--- config.mk ---
export PLATFORM = sky130hd
export DESIGN_NAME = dual_wheel_speed_turn_controller
export DESIGN_NICKNAME = d
export VERILOG_FILES = /design/src/dwst_pkg.sv /design/src/dwst_ctrl.sv /design/src/dwst_datapath.sv /design/src/dual_wheel_speed_turn_controller.sv
export SDC_FILE = /design/constraint.sdc
export NUM_CORES = 2
export LEC_CHECK = 0
export ABC_AREA = 1
export BUFFER_PORTS_ARGS = -buffer_cell sky130_fd_sc_hd__buf_2
export CORE_ASPECT_RATIO = 0.5
export CORE_MARGIN = 5
export CORE_UTILIZATION = 40
export DETAILED_ROUTE_END_ITERATION = 8
export PLACE_DENSITY_LB_ADDON = 0.1
export SETUP_SLACK_MARGIN = 0.05
export SLEW_MARGIN = 20
export SYNTH_ARGS = -nofsm -noshare
export SYNTH_HDL_FRONTEND = slang
export SYNTH_SLANG_ARGS = --single-unit
--- constraint.sdc ---
create_clock -name clk -period 10.7 [get_ports clk]
set_clock_uncertainty 0.15 [all_clocks]
set_input_delay 1.605 -clock clk [delete_from_list [all_inputs] [get_ports clk]]
set_output_delay 1.605 -clock clk [all_outputs]
set_load 0.01 [all_outputs]
--- src/dwst_pkg.sv ---
// shared types and constants of the dual wheel speed and turn controller
package dwst_pkg;

  localparam int unsigned TICKS_PER_SECOND_DEF = 1000000;
  localparam int unsigned DRIVE_LIMIT_DEF      = 255;

  localparam int COUNT_W    = 32;
  localparam int TIME_W     = 32;
  localparam int TGT_W      = 16;
  localparam int TURN_W     = 31;
  localparam int REQ_W      = 2;
  localparam int DRV_W      = 9;
  localparam int CFG_IDX_W  = 1;
  localparam int CFG_DATA_W = 31;

  // request codes
  localparam logic [REQ_W-1:0] REQ_START = 2'd0;
  localparam logic [REQ_W-1:0] REQ_CYCLE = 2'd1;
  localparam logic [REQ_W-1:0] REQ_STOP  = 2'd2;

  // configuration register indexes
  localparam logic [CFG_IDX_W-1:0] CFG_TARGET_SPEED  = 1'b0;
  localparam logic [CFG_IDX_W-1:0] CFG_TURN_DISTANCE = 1'b1;

  // power = (BIAS + K_TGT*target - K_SPD*speed) / DIV_C
  localparam int BIAS  = 20000;
  localparam int K_TGT = 35;
  localparam int K_SPD = 20;
  localparam int DIV_C = 1000;

  // speed magnitude is clamped to 2**SPD_CLAMP_EXP
  localparam int SPD_CLAMP_EXP = 40;
  localparam int NUM_W         = 48;
  // signed power before truncation to the drive width, covers drive limits up to 65535
  localparam int PWR_W         = 17;

  typedef struct packed {
    logic load_in;
    logic prep;
    logic mul;
    logic div_step;
    logic num;
    logic scale;
    logic wr_out;
    logic wr_zero;
  } dwst_cmd_t;

endpackage

--- src/dwst_ctrl.sv ---
// controller state machine: handshakes and sequencing of the datapath
module dwst_ctrl #(
  parameter int unsigned DIV_STEPS = 52
) (
  input  logic                     clk,
  input  logic                     rst_n,
  input  logic                     in_valid,
  input  logic [dwst_pkg::REQ_W-1:0] in_req_type,
  output logic                     in_stall,
  output logic                     out_valid,
  input  logic                     out_stall,
  output dwst_pkg::dwst_cmd_t      cmd
);
  import dwst_pkg::*;

  localparam int STEP_W = $clog2(DIV_STEPS);

  localparam logic [2:0] S_IDLE  = 3'd0;
  localparam logic [2:0] S_PREP  = 3'd1;
  localparam logic [2:0] S_MUL   = 3'd2;
  localparam logic [2:0] S_DIV   = 3'd3;
  localparam logic [2:0] S_NUM   = 3'd4;
  localparam logic [2:0] S_SCALE = 3'd5;
  localparam logic [2:0] S_WR    = 3'd6;

  logic [2:0]        state_r, state_nxt;
  logic [STEP_W-1:0] step_r, step_nxt;
  logic              zres_r, zres_nxt;
  logic              out_valid_r, out_valid_nxt;

  always_comb begin
    state_nxt     = state_r;
    step_nxt      = step_r;
    zres_nxt      = zres_r;
    out_valid_nxt = out_valid_r;
    cmd           = '0;
    if (out_valid_r && !out_stall) begin
      out_valid_nxt = 1'b0;
    end
    case (state_r)
      S_IDLE: begin
        if (in_valid) begin
          cmd.load_in = 1'b1;
          zres_nxt    = (in_req_type != REQ_CYCLE);
          state_nxt   = (in_req_type == REQ_CYCLE) ? S_PREP : S_WR;
        end
      end
      S_PREP: begin
        cmd.prep  = 1'b1;
        state_nxt = S_MUL;
      end
      S_MUL: begin
        cmd.mul   = 1'b1;
        step_nxt  = STEP_W'(DIV_STEPS - 1);
        state_nxt = S_DIV;
      end
      S_DIV: begin
        cmd.div_step = 1'b1;
        if (step_r == '0) begin
          state_nxt = S_NUM;
        end else begin
          step_nxt = step_r - 1'b1;
        end
      end
      S_NUM: begin
        cmd.num   = 1'b1;
        state_nxt = S_SCALE;
      end
      S_SCALE: begin
        cmd.scale = 1'b1;
        state_nxt = S_WR;
      end
      S_WR: begin
        // result register free, or emptied at this edge
        if (!out_valid_r || !out_stall) begin
          if (zres_r) begin
            cmd.wr_zero = 1'b1;
          end else begin
            cmd.wr_out = 1'b1;
          end
          out_valid_nxt = 1'b1;
          state_nxt     = S_IDLE;
        end
      end
      default: begin
        state_nxt = S_IDLE;
      end
    endcase
  end

  always_ff @(posedge clk) begin
    if (!rst_n) begin
      state_r     <= S_IDLE;
      step_r      <= '0;
      zres_r      <= 1'b0;
      out_valid_r <= 1'b0;
    end else begin
      state_r     <= state_nxt;
      step_r      <= step_nxt;
      zres_r      <= zres_nxt;
      out_valid_r <= out_valid_nxt;
    end
  end

  assign in_stall  = (state_r != S_IDLE);
  assign out_valid = out_valid_r;

endmodule

--- src/dwst_datapath.sv ---
// datapath: wheel deltas, speed multiply and divide, power scaling, result register
module dwst_datapath #(
  parameter int unsigned TICKS_PER_SECOND = 1000000,
  parameter int unsigned DRIVE_LIMIT      = 255,
  parameter int unsigned MAG_W            = 52
) (
  input  logic                                clk,
  input  logic                                rst_n,
  input  dwst_pkg::dwst_cmd_t                 cmd,
  input  logic                                cfg_we,
  input  logic [dwst_pkg::CFG_IDX_W-1:0]      cfg_index,
  input  logic [dwst_pkg::CFG_DATA_W-1:0]     cfg_wdata,
  input  logic [dwst_pkg::REQ_W-1:0]          in_req_type,
  input  logic signed [dwst_pkg::COUNT_W-1:0] in_wheel1_count,
  input  logic signed [dwst_pkg::COUNT_W-1:0] in_wheel2_count,
  input  logic [dwst_pkg::TIME_W-1:0]         in_timestamp,
  output logic signed [dwst_pkg::DRV_W-1:0]   out_motor1_drive,
  output logic signed [dwst_pkg::DRV_W-1:0]   out_motor2_drive,
  output logic                                out_turn_done,
  output logic                                out_zero_interval
);
  import dwst_pkg::*;

  localparam int TPS_W   = MAG_W - COUNT_W;
  localparam int SPD_W   = SPD_CLAMP_EXP + 1;
  localparam int RCP_N   = $clog2((DRIVE_LIMIT + 1) * DIV_C);
  localparam int RCP_K   = RCP_N + $clog2(DIV_C);
  localparam int RCP_M_W = RCP_K - $clog2(DIV_C) + 1;
  localparam int RCP_P_W = RCP_N + RCP_M_W;

  localparam logic [TPS_W-1:0]   TPS_V       = TPS_W'(TICKS_PER_SECOND);
  localparam logic [63:0]        SPD_CLAMP_V = 64'd1 << SPD_CLAMP_EXP;
  localparam logic [RCP_M_W-1:0] RCP_M       =
    RCP_M_W'(((64'd1 << RCP_K) + 64'(DIV_C) - 64'd1) / 64'(DIV_C));
  localparam logic [NUM_W-1:0]   SAT_TH      = NUM_W'((DRIVE_LIMIT + 1) * DIV_C);
  localparam logic [PWR_W-2:0]   LIM_V       = (PWR_W-1)'(DRIVE_LIMIT);
  // wheel two runs mirrored: its speed and its drive are negated
  localparam logic [1:0]         LANE_FLIP   = 2'b10;

  logic [TGT_W-1:0]   target_r;
  logic [TURN_W-1:0]  turn_r;
  logic [TIME_W-1:0]  last_time_r;
  logic [TIME_W-1:0]  time_in_r;
  logic [TIME_W-1:0]  dt_r;
  logic               zero_r;
  logic               done_r;
  logic               done_out_r;
  logic               zero_out_r;

  logic [COUNT_W-1:0] in_cnt   [2];
  logic [COUNT_W-1:0] cnt_in_r [2];
  logic [COUNT_W-1:0] start_r  [2];
  logic [COUNT_W-1:0] last_r   [2];
  logic               neg_r    [2];
  logic [COUNT_W-1:0] mag_r    [2];
  logic [MAG_W-1:0]   quo_r    [2];
  logic [COUNT_W-1:0] rem_r    [2];
  logic signed [NUM_W-1:0] num_r [2];
  logic               sign_r   [2];
  logic               sat_r    [2];
  logic [RCP_N-1:0]   am_r     [2];
  logic [DRV_W-1:0]   motor_r  [2];
  logic [COUNT_W-1:0] wdel     [2];

  logic [TIME_W-1:0]        dt_v;
  logic signed [COUNT_W+1:0] prog;

  assign in_cnt[0] = in_wheel1_count;
  assign in_cnt[1] = in_wheel2_count;

  assign dt_v = time_in_r - last_time_r;
  assign prog = $signed({{2{wdel[0][COUNT_W-1]}}, wdel[0]})
              - $signed({{2{wdel[1][COUNT_W-1]}}, wdel[1]});

  for (genvar g = 0; g < 2; g++) begin : g_lane
    logic [COUNT_W-1:0]      dc;
    logic [COUNT_W-1:0]      dmag;
    logic [COUNT_W:0]        shifted;
    logic [COUNT_W:0]        diff;
    logic                    fits;
    logic [SPD_W-1:0]        qc;
    logic                    spd_neg;
    logic signed [SPD_W:0]   spd;
    logic signed [NUM_W-1:0] num_v;
    logic [NUM_W-1:0]        abs_num;
    logic [RCP_P_W-1:0]      rprod;
    logic [PWR_W-2:0]        qmag;
    logic [PWR_W-2:0]        pmag;
    logic [PWR_W-1:0]        pext;
    logic [PWR_W-1:0]        pv;

    always_comb begin
      dc      = cnt_in_r[g] - last_r[g];
      dmag    = dc[COUNT_W-1] ? (-dc) : dc;
      wdel[g] = cnt_in_r[g] - start_r[g];

      // restoring divide step, one quotient bit per cycle
      shifted = {rem_r[g], quo_r[g][MAG_W-1]};
      diff    = shifted - {1'b0, dt_r};
      fits    = (shifted >= {1'b0, dt_r});

      qc      = ({{(64-MAG_W){1'b0}}, quo_r[g]} > SPD_CLAMP_V) ? SPD_W'(SPD_CLAMP_V)
                                                                : SPD_W'(quo_r[g]);
      spd_neg = neg_r[g] ^ LANE_FLIP[g];
      if (zero_r) begin
        spd = '0;
      end else if (spd_neg) begin
        spd = -$signed({1'b0, qc});
      end else begin
        spd = $signed({1'b0, qc});
      end
      num_v   = NUM_W'(BIAS)
              + NUM_W'($signed({1'b0, target_r})) * NUM_W'(K_TGT)
              - NUM_W'(spd) * NUM_W'(K_SPD);

      abs_num = num_r[g][NUM_W-1] ? NUM_W'(-num_r[g]) : NUM_W'(num_r[g]);

      // divide by the constant through its reciprocal, exact below the saturation bound
      rprod   = RCP_P_W'(am_r[g]) * RCP_P_W'(RCP_M);
      qmag    = (PWR_W-1)'(rprod >> RCP_K);
      pmag    = sat_r[g] ? LIM_V : qmag;
      pext    = {1'b0, pmag};
      pv      = (sign_r[g] ^ LANE_FLIP[g]) ? (-pext) : pext;
    end

    always_ff @(posedge clk) begin
      if (!rst_n) begin
        start_r[g] <= '0;
        last_r[g]  <= '0;
      end else if (cmd.load_in && (in_req_type == REQ_START)) begin
        start_r[g] <= in_cnt[g];
        last_r[g]  <= in_cnt[g];
      end else if (cmd.prep) begin
        last_r[g]  <= cnt_in_r[g];
      end
    end

    always_ff @(posedge clk) begin
      if (cmd.load_in) begin
        cnt_in_r[g] <= in_cnt[g];
      end
      if (cmd.prep) begin
        neg_r[g] <= dc[COUNT_W-1];
        mag_r[g] <= dmag;
      end
      if (cmd.mul) begin
        quo_r[g] <= MAG_W'(mag_r[g]) * MAG_W'(TPS_V);
        rem_r[g] <= '0;
      end else if (cmd.div_step) begin
        quo_r[g] <= {quo_r[g][MAG_W-2:0], fits};
        rem_r[g] <= fits ? diff[COUNT_W-1:0] : shifted[COUNT_W-1:0];
      end
      if (cmd.num) begin
        num_r[g] <= num_v;
      end
      if (cmd.scale) begin
        sign_r[g] <= num_r[g][NUM_W-1];
        sat_r[g]  <= (abs_num >= SAT_TH);
        am_r[g]   <= abs_num[RCP_N-1:0];
      end
      if (cmd.wr_out) begin
        motor_r[g] <= pv[DRV_W-1:0];
      end else if (cmd.wr_zero) begin
        motor_r[g] <= '0;
      end
    end
  end

  always_ff @(posedge clk) begin
    if (!rst_n) begin
      target_r    <= '0;
      turn_r      <= '0;
      last_time_r <= '0;
    end else begin
      if (cfg_we && (cfg_index == CFG_TARGET_SPEED)) begin
        target_r <= cfg_wdata[TGT_W-1:0];
      end
      if (cfg_we && (cfg_index == CFG_TURN_DISTANCE)) begin
        turn_r <= cfg_wdata[TURN_W-1:0];
      end
      if (cmd.load_in && (in_req_type == REQ_START)) begin
        last_time_r <= in_timestamp;
      end else if (cmd.prep) begin
        last_time_r <= time_in_r;
      end
    end
  end

  always_ff @(posedge clk) begin
    if (cmd.load_in) begin
      time_in_r <= in_timestamp;
    end
    if (cmd.prep) begin
      dt_r   <= dt_v;
      zero_r <= (dt_v == '0);
      done_r <= (prog >= $signed({3'b000, turn_r}));
    end
    if (cmd.wr_out) begin
      done_out_r <= done_r;
      zero_out_r <= zero_r;
    end else if (cmd.wr_zero) begin
      done_out_r <= 1'b0;
      zero_out_r <= 1'b0;
    end
  end

  assign out_motor1_drive  = motor_r[0];
  assign out_motor2_drive  = motor_r[1];
  assign out_turn_done     = done_out_r;
  assign out_zero_interval = zero_out_r;

endmodule

--- src/dual_wheel_speed_turn_controller.sv ---
// top level of the dual wheel speed and turn controller
// Works on one transaction at a time. A control-cycle transaction runs through
// the prepare, multiply, divide, numerator, scale and write-back steps before its
// result is valid; the divide step is the restoring divider, which produces one
// quotient bit per cycle for both wheels side by side over the
// 32 + clog2(TICKS_PER_SECOND+1) bit speed product.
// Start, stop and unused request codes go straight to the write-back step and
// give a zero-drive result. The next transaction is accepted in the cycle after
// a result is written. The result sits in an output register, so the next
// transaction is accepted while an earlier result still waits under out_stall;
// it only waits before the write-back step. Configuration registers may be
// written whenever no transaction is in flight; there is no reset sweep.
module dual_wheel_speed_turn_controller #(
  parameter int unsigned TICKS_PER_SECOND = dwst_pkg::TICKS_PER_SECOND_DEF,
  parameter int unsigned DRIVE_LIMIT      = dwst_pkg::DRIVE_LIMIT_DEF
) (
  input  logic                                clk,
  input  logic                                rst_n,
  input  logic                                cfg_we,
  input  logic [dwst_pkg::CFG_IDX_W-1:0]      cfg_index,
  input  logic [dwst_pkg::CFG_DATA_W-1:0]     cfg_wdata,
  input  logic                                in_valid,
  output logic                                in_stall,
  input  logic [dwst_pkg::REQ_W-1:0]          in_req_type,
  input  logic signed [dwst_pkg::COUNT_W-1:0] in_wheel1_count,
  input  logic signed [dwst_pkg::COUNT_W-1:0] in_wheel2_count,
  input  logic [dwst_pkg::TIME_W-1:0]         in_timestamp,
  output logic                                out_valid,
  input  logic                                out_stall,
  output logic signed [dwst_pkg::DRV_W-1:0]   out_motor1_drive,
  output logic signed [dwst_pkg::DRV_W-1:0]   out_motor2_drive,
  output logic                                out_turn_done,
  output logic                                out_zero_interval
);
  import dwst_pkg::*;

  localparam int unsigned MAG_W = COUNT_W + $clog2(TICKS_PER_SECOND + 1);

  dwst_cmd_t cmd;

  dwst_ctrl #(
    .DIV_STEPS (MAG_W)
  ) u_ctrl (
    .clk         (clk),
    .rst_n       (rst_n),
    .in_valid    (in_valid),
    .in_req_type (in_req_type),
    .in_stall    (in_stall),
    .out_valid   (out_valid),
    .out_stall   (out_stall),
    .cmd         (cmd)
  );

  dwst_datapath #(
    .TICKS_PER_SECOND (TICKS_PER_SECOND),
    .DRIVE_LIMIT      (DRIVE_LIMIT),
    .MAG_W            (MAG_W)
  ) u_datapath (
    .clk               (clk),
    .rst_n             (rst_n),
    .cmd               (cmd),
    .cfg_we            (cfg_we),
    .cfg_index         (cfg_index),
    .cfg_wdata         (cfg_wdata),
    .in_req_type       (in_req_type),
    .in_wheel1_count   (in_wheel1_count),
    .in_wheel2_count   (in_wheel2_count),
    .in_timestamp      (in_timestamp),
    .out_motor1_drive  (out_motor1_drive),
    .out_motor2_drive  (out_motor2_drive),
    .out_turn_done     (out_turn_done),
    .out_zero_interval (out_zero_interval)
  );

endmodule

==> key figures <==
Placement
  – Final GP Congestion: around 0.94
  – Placed Cells: about 14000
  – Port bufs: 156
  – DP HPWL: 210000 µm

Critical path
  – CP max stage delay: roughly 0.66 ns
  – Worst Path Class, Setup: reg -> reg
  – Worst setup EP type: flop
  – Worst r2r path cells: 38
  – Worst EP required: roughly 11 ns
  – CP max FO: 55
  – Crit path arrival time: a little under 8 ns
  – Crit path max-delay family: simple AND/OR/NAND/NOR gates
  – Buf/Inv on CP: 5
  – Critical Path Most Common Cell: nor2_1
  – Max stage delay cell, worst path: nand2_2
  – CP Launch Type: flop
  – CP Depth: 38

Drt
  – DR WL/cell: 17.9 µm
  – Vias per Instance: between 5 and 6
  – Starting DRT DRC Count: 5230
  – DR vias: between 70000 and 80000
  – Total wire length: ~250000 µm
  – DRT antenna net count: 0
  – DRT Pass-1 Iters: 6
  – DRC viols: 0

Floorplanning
  – Die H: approximately 330 µm
  – Die Span X: between 600 and 700 µm
  – Top Ports: approximately 160
  – Row count: ~120
  – Die ar.: roughly 220000 µm²
  – Initial Utilization: about 40%
  – Core area: between 200000 and 250000 µm²

STA
  – Worst slack on hold paths: about 0.3 ns
  – Slew @ Worst Pin: 1.09 ns
  – Slew headroom: between 20% and 30%
  – Final setup viols: 0
  – FMAX: ~130 MHz
  – Final TNS setup: 0 ns
  – Final hold vios: 0
  – Tcrit/Tclk final: between 60% and 70%
  – RSZ-0062 raised after global routing: false
  – Tmin final: 7.48 ns
  – Max Slew Vio Count: 0

Synth
  – Yosys reg bits: roughly 740
  – Avg Cell Area, Syn: ~7.7 µm²
  – Synth area leader: edfxtp_1
  – Post-synthesis async set-or-reset flop share: 0%
  – Synth Flop Type: edfxtp_1
  – Most numerous cell in the Yosys netlist: nand2_1
  – Yosys warnings: 0
  – Post-Syn Area: between 80000 and 90000 µm²
  – Synth unique cells: 78
  – Synth top area share: 22.6%
  – Synth Instances: roughly 11000
  – Synth area leaders: edfxtp_1 (23%), ha_1 (17%), nand2_1 (9.3%), fa_1 (9.1%), inv_1 (8.5%)
  – Syn nets: between 10000 and 15000
  – Post-synth EDFFs: 636
  – Post-synth top cells: nand2_1 (2091), inv_1 (1914), nor2_1 (1154), ha_1 (1143), a21oi_1 (831)
  – Sequential cell area fraction in the yosys report: around a quarter

Final layout
  – Post-Route Utilization: a little over two fifths
  – Layout cell share with drive strength beyond 1: between 4 and 5%
  – Area of the multi-input gates: 55700 µm²
  – Final Non-Filler Cells: 14100
  – # fillers: ~22000
  – NumNets Final: 12800
  – Syn-to-layout area delta: 7.99%
  – Register area: approximately 21000 µm²

Clock tree
  – Cts hold-fix bufs: 0
  – Clock-pin slew on the worst setup and hold paths: 0.08 ns
  – Postcts setup bufs: 0
  – Num CTS Buffers: 79
  – Worst skew pair latency: roughly 0.73 ns
  – Clock root cell: clkbuf_16
  – H-tree depth: 3
  – Post-CTS sizing: 0
  – CTS tree: done
  – Worst-case clock buffer depth: 3
  – CTS sink cnt: 735

Global route
  – Largest net degree at the start of global routing: 91
  – First-pass GRT wire length: 395000 µm
  – GRT overflow: 0
  – All-Layer GR Usage: between 20 and 25%
  – Number of global-route vias before repair: 69100
  – Initial antenna violation count: 8

Run status
  – Status: completed

Run
  – Maxcap violations: 0

Hold path
  – Type of the worst min-delay path: reg -> reg
  – Cells on Worst Hold Path: 2
-- cell families after synthesis --
| kind of cell | synth area share (%) |
|---|---|
| AO/OA/AOI/OAI | 13.3 |
| AND/OR/NAND/NOR | 20.6 |
| XOR/XNOR | 5.82 |
| flip-flops | 25.0 |
| adder cells (fa/ha/maj) | 26.1 |
| buffers and inverters | 9.24 |
-- path summary, 6_finish.rpt --
| kind | start | endpoint | slack [ns] |
|---|---|---|---|
| worst max-delay path | u_datapath.quo_r[0][0] | u_datapath.num_r[0][47] | 3.22 |
| worst min-delay path | u_datapath.motor_r[1][3] | u_datapath.motor_r[1][3] | 0.30 |
| worst max register to register | u_datapath.quo_r[0][0] | u_datapath.num_r[0][47] | 3.22 |
| worst min register to register | u_datapath.motor_r[1][3] | u_datapath.motor_r[1][3] | 0.30 |
-- worst min-delay path: cells and delay by family, from the launching register on --
family / cells / cell delay (ns)
and+or+nand+nor: 2 / 0.10
DFF: 1 / 0.31
-- routing by layer --
layer | wire (µm) | up-vias | global-route usage (%)
met5 | 13 | - | 0
met4 | 5010 | 2 | 4.34
met3 | 11600 | 221 | 3.10
met2 | 106000 | 1325 | 34.0
met1 | 130000 | 33700 | 34.1
li1 | - | 36800 | -
-- cell usage in the layout, fill, tap and decap left out, drive strengths merged, types with 224 or more instances in the layout --
cell	count
a21oi	836
edfxtp	636
fa	386
ha	1143
inv	1921
nand2	2110
nand3	435
nor2	1169
o21ai	671
xnor2	224
xor2	330
-- registers in the layout, summed over array words and instances, names as in the netlist, 2 cells and up --
register / flops
u_datapath.start_r: 64
u_ctrl.state_r: 3
u_datapath.quo_r: 104
u_datapath.num_r: 94
u_datapath.time_in_r: 32
u_datapath.neg_r: 2
u_datapath.sign_r: 2
u_datapath.target_r: 16
u_datapath.am_r: 35
u_datapath.mag_r: 64
u_datapath.dt_r: 32
u_datapath.turn_r: 31
u_ctrl.step_r: 6
u_datapath.rem_r: 64
u_datapath.last_time_r: 32
u_datapath.motor_r: 18
u_datapath.last_r: 64
u_datapath.sat_r: 2
u_datapath.cnt_in_r: 64
-- cell type report --
class | count | area share [%]
Tap cell | 2843 | 3.90
Sequential cell | 735 | 23.1
Antenna cell | 2 | 0.00549
Clock buffer | 94 | 2.25
Inverter | 1918 | 7.90
Clock inverter | 52 | 0.652
Timing Repair Buffer | 190 | 1.14
Multi-Input combinational cell | 8230 | 61.0
-- per-stage QoR --
stage               setup WS [ns]  area (µm²)
CTS                          3.21       91200
floorplan                    2.04       84500
global placement             3.28       88500
detailed placement           3.30       88500
finish                       3.22       91200
global route                 2.36       91200
Power is not shown: default switching activity piles up to over one toggle a cycle in this logic, so the estimate is an artifact.
